<file path="src/rtl/core/fcw_ram.sv">
// Generic simple dual-port RAM with registered read.
module fcw_ram #(
    parameter int WIDTH = 8,
    parameter int DEPTH = 256
) (
    input  logic                     i_clk,
    input  logic                     i_we,
    input  logic [$clog2(DEPTH)-1:0] i_waddr,
    input  logic [WIDTH-1:0]         i_wdata,
    input  logic [$clog2(DEPTH)-1:0] i_raddr,
    output logic [WIDTH-1:0]         o_rdata
);

    logic [WIDTH-1:0] r_mem [DEPTH];
    logic [WIDTH-1:0] r_rdata;

    always_ff @(posedge i_clk) begin
        if (i_we) begin
            r_mem[i_waddr] <= i_wdata;
        end
        r_rdata <= r_mem[i_raddr];
    end

    assign o_rdata = r_rdata;

endmodule

</file>
<file path="config.mk">
export PLATFORM = sky130hd
export DESIGN_NAME = fcw_ram
export DESIGN_NICKNAME = d
export VERILOG_FILES = /design/src/rtl/core/fcw_ram.sv
export SDC_FILE = /design/constraint.sdc
export NUM_CORES = 2
export LEC_CHECK = 0
export BUFFER_PORTS_ARGS = -buffer_cell sky130_fd_sc_hd__buf_4
export CORE_UTILIZATION = 43
export CTS_CLUSTER_DIAMETER = 120
export DETAILED_ROUTE_END_ITERATION = 10
export GPL_TIMING_DRIVEN = 0
export SYNTH_ARGS = -nofsm -noshare
export SYNTH_HDL_FRONTEND = slang
export SYNTH_SLANG_ARGS = --single-unit
</file>
<file path="constraint.sdc">
create_clock -name i_clk -period 2.7 [get_ports i_clk]
set_clock_uncertainty 0.15 [all_clocks]
set_input_delay 0.27 -clock i_clk [delete_from_list [all_inputs] [get_ports i_clk]]
set_output_delay 0.27 -clock i_clk [all_outputs]
set_load 0.02 [all_outputs]
</file>
==> impl_results.md <==
- Status: finished, violations left
- Failing checks: negative setup slack
- Die X-Extent: 432 um
- Maximum vdd ir drop: 0.643 mV
- Worst Path Max Fanout: 10
- Worst Tran Pin Value: 1.26 ns
- Fin nets: 4011
- Die Height: 432 um
- Synthesized Nets: 3759
- XOR/XNOR share of the synthesized area: 0
- Max frequency: 349 MHz
- Final Util: 0.498
- Fin crit share: 1.06
- Sw frac: 0.226
- Detail Route Antenna Nets: 0
- Hold Vio Cnt, Final: 0
- Synthesized area: 0.0796 mm2
- Fin cells: 6620
- Simple-gate share of the synthesized area: 0.0263
- Gpl congestion: 0.959
- TritonCTS clock tree: done
- Insertion delay to the later sink of the worst-skew pair: 0.87 ns
- Synth-to-Final Area Change: 14.8%
- Critical R2R Launch: r_mem[27][3]
- Total vias in the final route: 41600
- I/O pins: 34
- Total CTS buffers: 203
- Placed instance area: 0.0832 mm2
- Total Routing Usage GR: 0.262
- Final min period: 2.87 ns
- Share of async-settable or async-resettable flops after synthesis: 0
- Mux share of post-synthesis cell area: 0.146
- Share of cells above drive strength 1: 0.292
- # Max-Cap Violations: 0
- Logic pwr share: 0.060
- Max Slew Vio Count: 0
- FILL cells: 14800
- YS warnings: 0
- Critical Path Slowest Stage Cell: nor2_1
- Critical path, cell by cell: clkbuf_1 -> nor2_1 -> nand4_1 -> clkbuf_4 -> nor2_2
- Setup TNS: -10.69 ns
- Synth area leaders: edfxtp_1 (77%), mux4_2 (13%), mux2i_1 (1.7%)
- Drt first-iter violations: 6510
- Post-Syn Instances: 3733
- Worst endpoint required time: 3.02 ns
- Pwr per Cell Area: 737 mW/mm2
- Hold Crit Endpoint: r_mem[116][6]
- Clock transition at the registers of the reported paths: 0.06 ns
- Final WS setup: -0.167 ns
- Top cells by count, synth: edfxtp_1 (2048), mux4_2 (454), nor2_1 (282), mux2i_1 (134), a22oi_1 (133)
- R2R depth: 6
- Port bufs: 26
- Core area: 0.183 mm2
- Vias in the first global route: 40200
- Main combinational cell family by area after synthesis: multiplexers
- Adder-cell share of the synthesized area: 0
- Number of synthesized flops with an enable pin: 2048
- Die area: 0.187 mm2
- Main synth FF type: edfxtp_1
- Critical Path Max Stage Delay: 0.72 ns
- Post-route DRC violation count: 0
- Crit. End Element: register
- Synth Area in Compound Gates: 0.0342
- Initial Utilization: 0.434
- Seq/Total Area, Yosys: 0.775
- Hold path start: i_waddr[4]
- H-Tree Depth: 4
- Largest net degree at the start of global routing: 161
- CP Class: input pin to register
- Netlist cell types: 55
- Dpl cells: 6237
- Post-Route WL: 244000 um
- Wire per inst: 36.9 um
- CTS Sinks: 2056
- Drt first pass iters: 8
- Syn Area/Cell: 21.3 um2
- Most area-hungry cell type in the Yosys netlist: edfxtp_1
- Vias per cell: 6.28
- WHS: 0.0985 ns
- Yosys reg bits: 2056
- RSZ-0062 raised after global routing: yes
- Seq pwr share: 0.523
- Clock power frac: 0.417
- Hold path cells: 3
- Root Driver: clkbuf_16
- Remaining Overflow, GRT: 0
- First-pass GRT wire length: 332000 um
- Arr. time, crit path: 3.19 ns
- Post-DP HPWL: 162000 um
- R2r endpoint: o_rdata[3]
- NetSw: 15.2 mW
- Rows: 157
- Slew margin rel.: 0.155
- Yosys top cell area share: 0.773
- Power Internal: 52.1 mW
- Startpoint types: input pin
- Final-report setup violation count: 252
- P_leak: 27.8 nW
- Cell with the most instances after synthesis: edfxtp_1
- Worst R2R Setup Slack: -0.01 ns
- Largest buffer count on any clock path: 3
- Initial antenna violation count: 5
- HP Class: input pin to register
- Post-route cell area: 0.0913 mm2
[layer usage]
metal	up-vias	track usage	wire length (um)
li1	16300	-	-
met1	22300	0.365	94900
met2	2525	0.394	111000
met3	477	0.0623	26400
met4	2	0.116	11700
met5	-	0	15
[worst max-delay path by stage]
stage	slack, ns	endpoint	startpoint	cells past startpoint
after global placement	-2.92	o_rdata[1]	i_raddr[1]	9
after detailed placement	-2.49	o_rdata[1]	i_raddr[1]	9
after global routing	-0.02	r_mem[35][1]	i_waddr[2]	5
after floorplan	0.34	o_rdata[2]	i_raddr[0]	9
after CTS	-0.06	o_rdata[1]	i_raddr[4]	8
final	-0.17	r_mem[35][1]	i_waddr[2]	5
[cells in the final DEF, fill, tap and decap left out, types with 34 or more instances in the layout]
cell / instances
buf_4: 65
o221ai_1: 39
nor2_2: 129
a22oi_1: 132
clkbuf_16: 204
a21oi_1: 75
clkbuf_1: 76
mux2i_1: 134
clkinv_1: 58
clkbuf_2: 41
mux4_2: 454
nand3_1: 34
nor2_1: 119
clkinv_2: 34
nor2_4: 34
edfxtp_1: 2048
[final cells by class]
type | count | area [um2] | share of cell area
antenna | 6 | 15.0 | 0.000164
sequential | 2056 | 61700 | 0.675
inverter | 2 | 7.51 | 0.0000822
clock inverter | 130 | 1280 | 0.0140
buffer | 232 | 1700 | 0.0186
clock buffer | 240 | 5240 | 0.0574
multi-input combinational | 1442 | 17700 | 0.194
timing repair buffer | 48 | 633 | 0.00693
tap | 2464 | 3080 | 0.0338
[repair_timing]
| action | CTS | global route |
|---|---|---|
| hold buffers | 8 | 0 |
| setup buffers | 0 | 0 |
| pin swaps | 5 | 5 |
| resized for setup | 383 | 81 |
| endpoints found under the setup margin | 1162 | 838 |
| hold endpoints to repair | 850 | 0 |
| cloned | 0 | 0 |
[critical path, delay by kind of cell]
| kind | cells | cell delay (ns) |
|---|---|---|
| buf+inv | 2 | 0.91 |
| simple gates | 3 | 1.99 |
[flip-flops by register name, summed over array words and instances, names as in the netlist]
signal,count
o_rdata,8
r_mem,2048
[per-stage QoR]
stage	power (mW)	worst slack [ns]
floorplan	37.6	0.342
global route	68.7	-0.0228
detailed placement	39.7	-2.49
CTS	67.4	-0.0568
global placement	39.6	-2.92
finish	67.3	-0.167
[power by group through the flow]
stage / logic [mW] / clock network, mW / registers [mW]
floorplan: 1.71 / 0 / 35.9
global placement: 3.66 / 0 / 35.9
detailed placement: 3.77 / 0 / 35.9
CTS: 3.98 / 28.2 / 35.2
global route: 4.13 / 29.4 / 35.2
finish: 4.07 / 28.1 / 35.2
[logic make-up (layout without fill, tap and decap cells)]
family | after synthesis | count (layout)
buffers and inverters | 235 | 652
multiplexers | 591 | 591
flip-flops | 2056 | 2056
other | 0 | 6
AO/OA/AOI/OAI | 385 | 385
AND/OR/NAND/NOR | 466 | 466
No activity file was read; power rests on OpenSTA's default activity.
