===== config.mk =====
export PLATFORM = sky130hd
export DESIGN_NAME = fcw_alu
export DESIGN_NICKNAME = d
export VERILOG_FILES = /design/src/rtl/core/fcw_pkg.sv /design/src/rtl/core/fcw_alu.sv
export SDC_FILE = /design/constraint.sdc
export NUM_CORES = 1
export LEC_CHECK = 0
export BUFFER_PORTS_ARGS = -buffer_cell sky130_fd_sc_hd__buf_4
export CAP_MARGIN = 15
export CORE_ASPECT_RATIO = 2
export CORE_MARGIN = 4
export CORE_UTILIZATION = 30
export DETAILED_ROUTE_END_ITERATION = 10
export PLACE_DENSITY_LB_ADDON = 0.15
export REMOVE_ABC_BUFFERS = 1
export SLEW_MARGIN = 5
export SYNTH_ARGS = -nofsm -noshare
export SYNTH_HDL_FRONTEND = slang
export SYNTH_SLANG_ARGS = --single-unit

===== constraint.sdc =====
create_clock -name vclk -period 9.3
set_input_delay 1.395 -clock vclk [all_inputs]
set_output_delay 1.395 -clock vclk [all_outputs]
set_load 0.05 [all_outputs]

===== src/rtl/core/fcw_pkg.sv =====
// Shared types and constants for the FAT12 cluster chain walker.
package fcw_pkg;

    localparam int TABLE_BYTES = 8192;
    localparam int TBL_AW      = $clog2(TABLE_BYTES);
    localparam int OFF_W       = 13;

    localparam logic [11:0] CHAIN_END    = 12'hFF8;
    localparam logic [11:0] MIN_CLUSTER  = 12'd2;
    localparam logic [7:0]  LO_NIB_MASK  = 8'h0F;
    localparam logic [7:0]  HI_NIB_MASK  = 8'hF0;
    localparam logic [19:0] SECTOR_MAX   = 20'hFFFFF;

    localparam logic [15:0] DS_RESET     = 16'd0;
    localparam logic [7:0]  SPC_RESET    = 8'd1;
    localparam logic [11:0] LIMIT_RESET  = 12'd4084;

    localparam int PADDR_W = 4;

    typedef enum logic [1:0] {
        REG_DATA_START = 2'd0,
        REG_SPC        = 2'd1,
        REG_LIMIT      = 2'd2
    } t_reg_idx;

    typedef enum logic [1:0] {
        OP_LOAD  = 2'd0,
        OP_START = 2'd1,
        OP_NEXT  = 2'd2,
        OP_COUNT = 2'd3
    } t_op;

    typedef enum logic [1:0] {
        ST_OK      = 2'd0,
        ST_END     = 2'd1,
        ST_INVALID = 2'd2,
        ST_LONG    = 2'd3
    } t_status;

    typedef struct packed {
        t_op         op;
        logic [12:0] byte_index;
        logic [7:0]  byte_value;
        logic [11:0] start_cluster;
    } t_in_word;

    typedef struct packed {
        logic [19:0] sector_address;
        logic [11:0] next_link;
        logic [11:0] chain_length;
        t_status     status;
    } t_out_word;

    typedef enum logic [1:0] {
        ALU_LINK = 2'd0,
        ALU_MUL  = 2'd1,
        ALU_ADD  = 2'd2
    } t_alu_fn;

    typedef struct packed {
        t_alu_fn     fn;
        logic [11:0] cluster;
        logic [7:0]  lo;
        logic [7:0]  hi;
        logic [7:0]  spc;
        logic [15:0] ds;
        logic [19:0] acc;
    } t_alu_req;

    typedef enum logic [3:0] {
        S_IDLE,
        S_REP,
        S_CHK,
        S_RD0,
        S_RD1,
        S_RD2,
        S_MUL,
        S_ADD,
        S_DONE
    } t_state;

endpackage


===== src/rtl/core/fcw_alu.sv =====
// Shared arithmetic unit: link unpack, sector multiply, saturating add.
module fcw_alu (
    input  fcw_pkg::t_alu_req i_req,
    output logic [19:0]       o_res
);

    logic [11:0] clus_m2;
    logic [20:0] sum;
    logic [11:0] link;

    assign clus_m2 = i_req.cluster - fcw_pkg::MIN_CLUSTER;
    assign sum     = {5'd0, i_req.ds} + {1'b0, i_req.acc};

    // even cluster: low nibble of the next byte on top; odd: high nibble of its byte below
    always_comb begin
        if (i_req.cluster[0] == 1'b0) begin
            link = {i_req.hi[3:0], i_req.lo};
        end else begin
            link = {i_req.hi, i_req.lo[7:4]};
        end
    end

    always_comb begin
        unique case (i_req.fn)
            fcw_pkg::ALU_LINK: o_res = {8'd0, link};
            fcw_pkg::ALU_MUL:  o_res = 20'(clus_m2) * 20'(i_req.spc);
            fcw_pkg::ALU_ADD: begin
                if (sum[20]) begin
                    o_res = fcw_pkg::SECTOR_MAX;
                end else begin
                    o_res = sum[19:0];
                end
            end
            default: o_res = '0;
        endcase
    end

endmodule


==> qor.json <==
{
  "yosysSeqAreaShare": {"value": 0, "unit": "%"},
  "synthesis.instances": {"value": 574},
  "die-height": {"value": 183.9, "unit": "µm"},
  "clock.fmax": {"value": 116.6, "unit": "MHz"},
  "static_leakage": {"value": 2.670, "unit": "nW"},
  "rsz0062_at_grt": {"value": "false"},
  "floorplan.core_area": {"value": 0.01521, "unit": "mm²"},
  "nNetsFinal": {"value": 842},
  "place_inst": {"value": 846},
  "final-max-slew-violation-count": {"value": 0},
  "netlist_top_cells_area": {"value": "fa_1 26%, ha_1 15%, nor2b_1 7.4%"},
  "starting_density_of_the_core": {"value": 30.50, "unit": "%"},
  "postLayoutCoreUtil": {"value": 36.23, "unit": "%"},
  "cellPowerDensity": {"value": 178.3, "unit": "mW/mm²"},
  "worst_ep_arrival_time": {"value": 7.18, "unit": "ns"},
  "cts_hold_repair.buffers": {"value": 0},
  "num_antenna_cells": {"value": 0},
  "die_x": {"value": 95.95, "unit": "µm"},
  "internal-power": {"value": 0.3887, "unit": "mW"},
  "power.sequential.fraction": {"value": 0, "unit": "%"},
  "vdd_ir_drop_max": {"value": 0.1297, "unit": "mV"},
  "syn-cell-area": {"value": 0.004641, "unit": "mm²"},
  "synth_top_cell_by_area": {"value": "fa_1"},
  "avgSynthCellArea": {"value": 8.085, "unit": "µm²"},
  "power_frac_comb": {"value": 100.0, "unit": "%"},
  "detailed_place.area": {"value": 0.005513, "unit": "mm²"},
  "period_share": {"value": 92.19, "unit": "%"},
  "final.min_clock_period": {"value": 8.574, "unit": "ns"},
  "net-switching-power": {"value": 0.5941, "unit": "mW"},
  "multi_input_comb_area": {"value": 0.004255, "unit": "mm²"},
  "totalNegativeSetupSlack": {"value": 0, "unit": "ns"},
  "overflow": {"value": 0},
  "power.share.clock": {"value": 0, "unit": "%"},
  "top_level_ports": {"value": 94},
  "worstPathRequired": {"value": 7.91, "unit": "ns"},
  "drv_cap": {"value": 0},
  "grt_antenna_before_repair": {"value": 0},
  "port_buffers": {"value": 94},
  "critical_path.startpoint_type": {"value": "primary input"},
  "routed_wirelength": {"value": 12760, "unit": "µm"},
  "std_cell_rows": {"value": 64},
  "worst-slew-pin-transition": {"value": 0.7937, "unit": "ns"},
  "worst_setup_path_end_kind": {"value": "primary output"},
  "design_area": {"value": 0.005513, "unit": "mm²"},
  "first_global_vias": {"value": 4595},
  "timing.setup.critical_path_class": {"value": "primary input to primary output"},
  "yosysUniqueCellTypes": {"value": 62},
  "seqCellArea": {"value": 0, "unit": "µm²"},
  "final_layout_size_suffix_gt1_share": {"value": 17.90, "unit": "%"},
  "maximum_number_of_pins_on_one_net_before_global_route_repair": {"value": 27},
  "min-delay-path-class": {"value": "primary input to primary output"},
  "ant_nets": {"value": 0},
  "cts_repair_resize_count": {"value": 0},
  "drt-wirelength-per-cell": {"value": 15.08, "unit": "µm"},
  "via_per_instance_ratio": {"value": 4.915},
  "critical_path.max_fanout": {"value": 10},
  "iteration_0_drc_markers": {"value": 70},
  "die_area": {"value": 0.01764, "unit": "mm²"},
  "num-clock-buffers": {"value": 0},
  "detail_route.drc_violations": {"value": 0},
  "hold_path_depth": {"value": 3},
  "final.setup.worst_slack": {"value": 0.7263, "unit": "ns"},
  "layout.sequential_cells": {"value": 0},
  "globalRouteTotalUtil": {"value": 14.98, "unit": "%"},
  "detail_route.first_pass.iterations": {"value": 4},
  "synth_top_area_share": {"value": 26.31, "unit": "%"},
  "dp_wirelength": {"value": 11380, "unit": "µm"},
  "slew-limit-headroom": {"value": 46.91, "unit": "%"},
  "routabilityCongestion": {"value": 0.8564},
  "flow.area_growth_from_synthesis": {"value": 18.79, "unit": "%"},
  "grt_pass1_wl": {"value": 21600, "unit": "µm"},
  "layout.cells.non_filler": {"value": 846},
  "netSwitchingFraction": {"value": 60.45, "unit": "%"},
  "n_fill_cell": {"value": 1645},
  "setup_viol": {"value": 0},
  "post-cts-setup-buffers": {"value": 0},
  "ys_warn_count": {"value": 0},
  "dpl_worst_slack": {"value": 0.7224, "unit": "ns"},
  "outcome": {"value": "finished, final reports clean"},
  "mostFrequentLayoutCells": {"value": "95 x buf_4, 79 x inv_1, 61 x fa_1"},
  "via_count": {"value": 4158},
  "report.final.hold_viol_count": {"value": 0},
  "final_common_cell": {"value": "buf_4"}
}
==> power groups by stage <==
stage | Clock (mW) | Sequential, mW | Combinational [mW]
3_3_place_gp | 0 | 0 | 0.977
4_1_cts | 0 | 0 | 0.996
3_5_place_dp | 0 | 0 | 0.982
2_1_floorplan | 0 | 0 | 0.731
6_report | 0 | 0 | 0.983
5_1_grt | 0 | 0 | 1.11
==> stage by stage <==
step	hold slack, ns	power, mW
after global routing	3.325	1.106
after CTS	3.299	0.9964
after floorplan	2.997	0.7305
final	3.298	0.9828
after global placement	3.288	0.9773
after detailed placement	3.295	0.9825
==> worst max-delay path, stage by stage <==
cell and delay [ns]:
buf_4 0.16, nor2_1 0.16, nand3b_1 0.13, or3_1 0.34, xor2_1 0.64, nor2b_1 0.16, fa_1 0.55, fa_1 0.44
fa_1 0.55, inv_1 0.06, fa_1 0.54, inv_1 0.05, ha_1 0.35, a21oi_1 0.22, o21ai_0 0.19, a21oi_1 0.28
nand2_1 0.16, a311oi_2 0.31, xnor2_1 0.11, o22ai_1 0.14, buf_4 0.23
==> logic make-up (layout without fill, tap and decap cells) <==
kind of cell	after synthesis	count (layout)	share of synthesized area (%)
simple gates	194	194	23.43
compound gates	121	121	18.58
fa+ha+maj	118	118	41.68
buf+inv	100	174	8.304
xor+xnor	34	34	6.417
mux	7	7	1.591
==> final cells by class <==
cell class	count	area share, %
repair buffers	95	12.94
inverters	79	5.379
multi-input cells	474	77.19
well taps	198	4.494
==> synth_stat cells, types with 3 or more instances <==
master	count
a211oi_1	8
a21o_1	12
a21oi_1	29
a21oi_2	3
a31oi_1	5
and2_1	32
and3_1	4
clkbuf_1	16
fa_1	61
ha_1	57
inv_1	79
mux2_2	3
mux2i_1	4
nand2_1	38
nand2b_1	11
nand3_1	7
nand4_1	3
nor2_1	19
nor2b_1	55
nor3_1	4
nor3b_1	4
o21a_1	3
o21ai_0	21
o21ai_1	6
o21bai_1	3
o22ai_1	6
o32ai_1	4
or3_1	3
xnor2_1	16
xor2_1	18
==> routing by layer <==
layer / vias up / global-route usage (%) / routed length [µm]
met4: 0 / 2.395 / 247
met2: 91 / 31.12 / 7473
met3: 20 / 0.9422 / 420
met1: 1980 / 15.88 / 4617
li1: 2067 / - / -
met5: - / 0 / 0
==> path summary, 6_finish.rpt <==
kind	from	endpoint	slack (ns)
setup / recovery	i_req[61]	o_res[19]	0.73
hold / removal	i_req[72]	o_res[3]	3.30
Note: power is estimated with default switching activity, not from simulation.
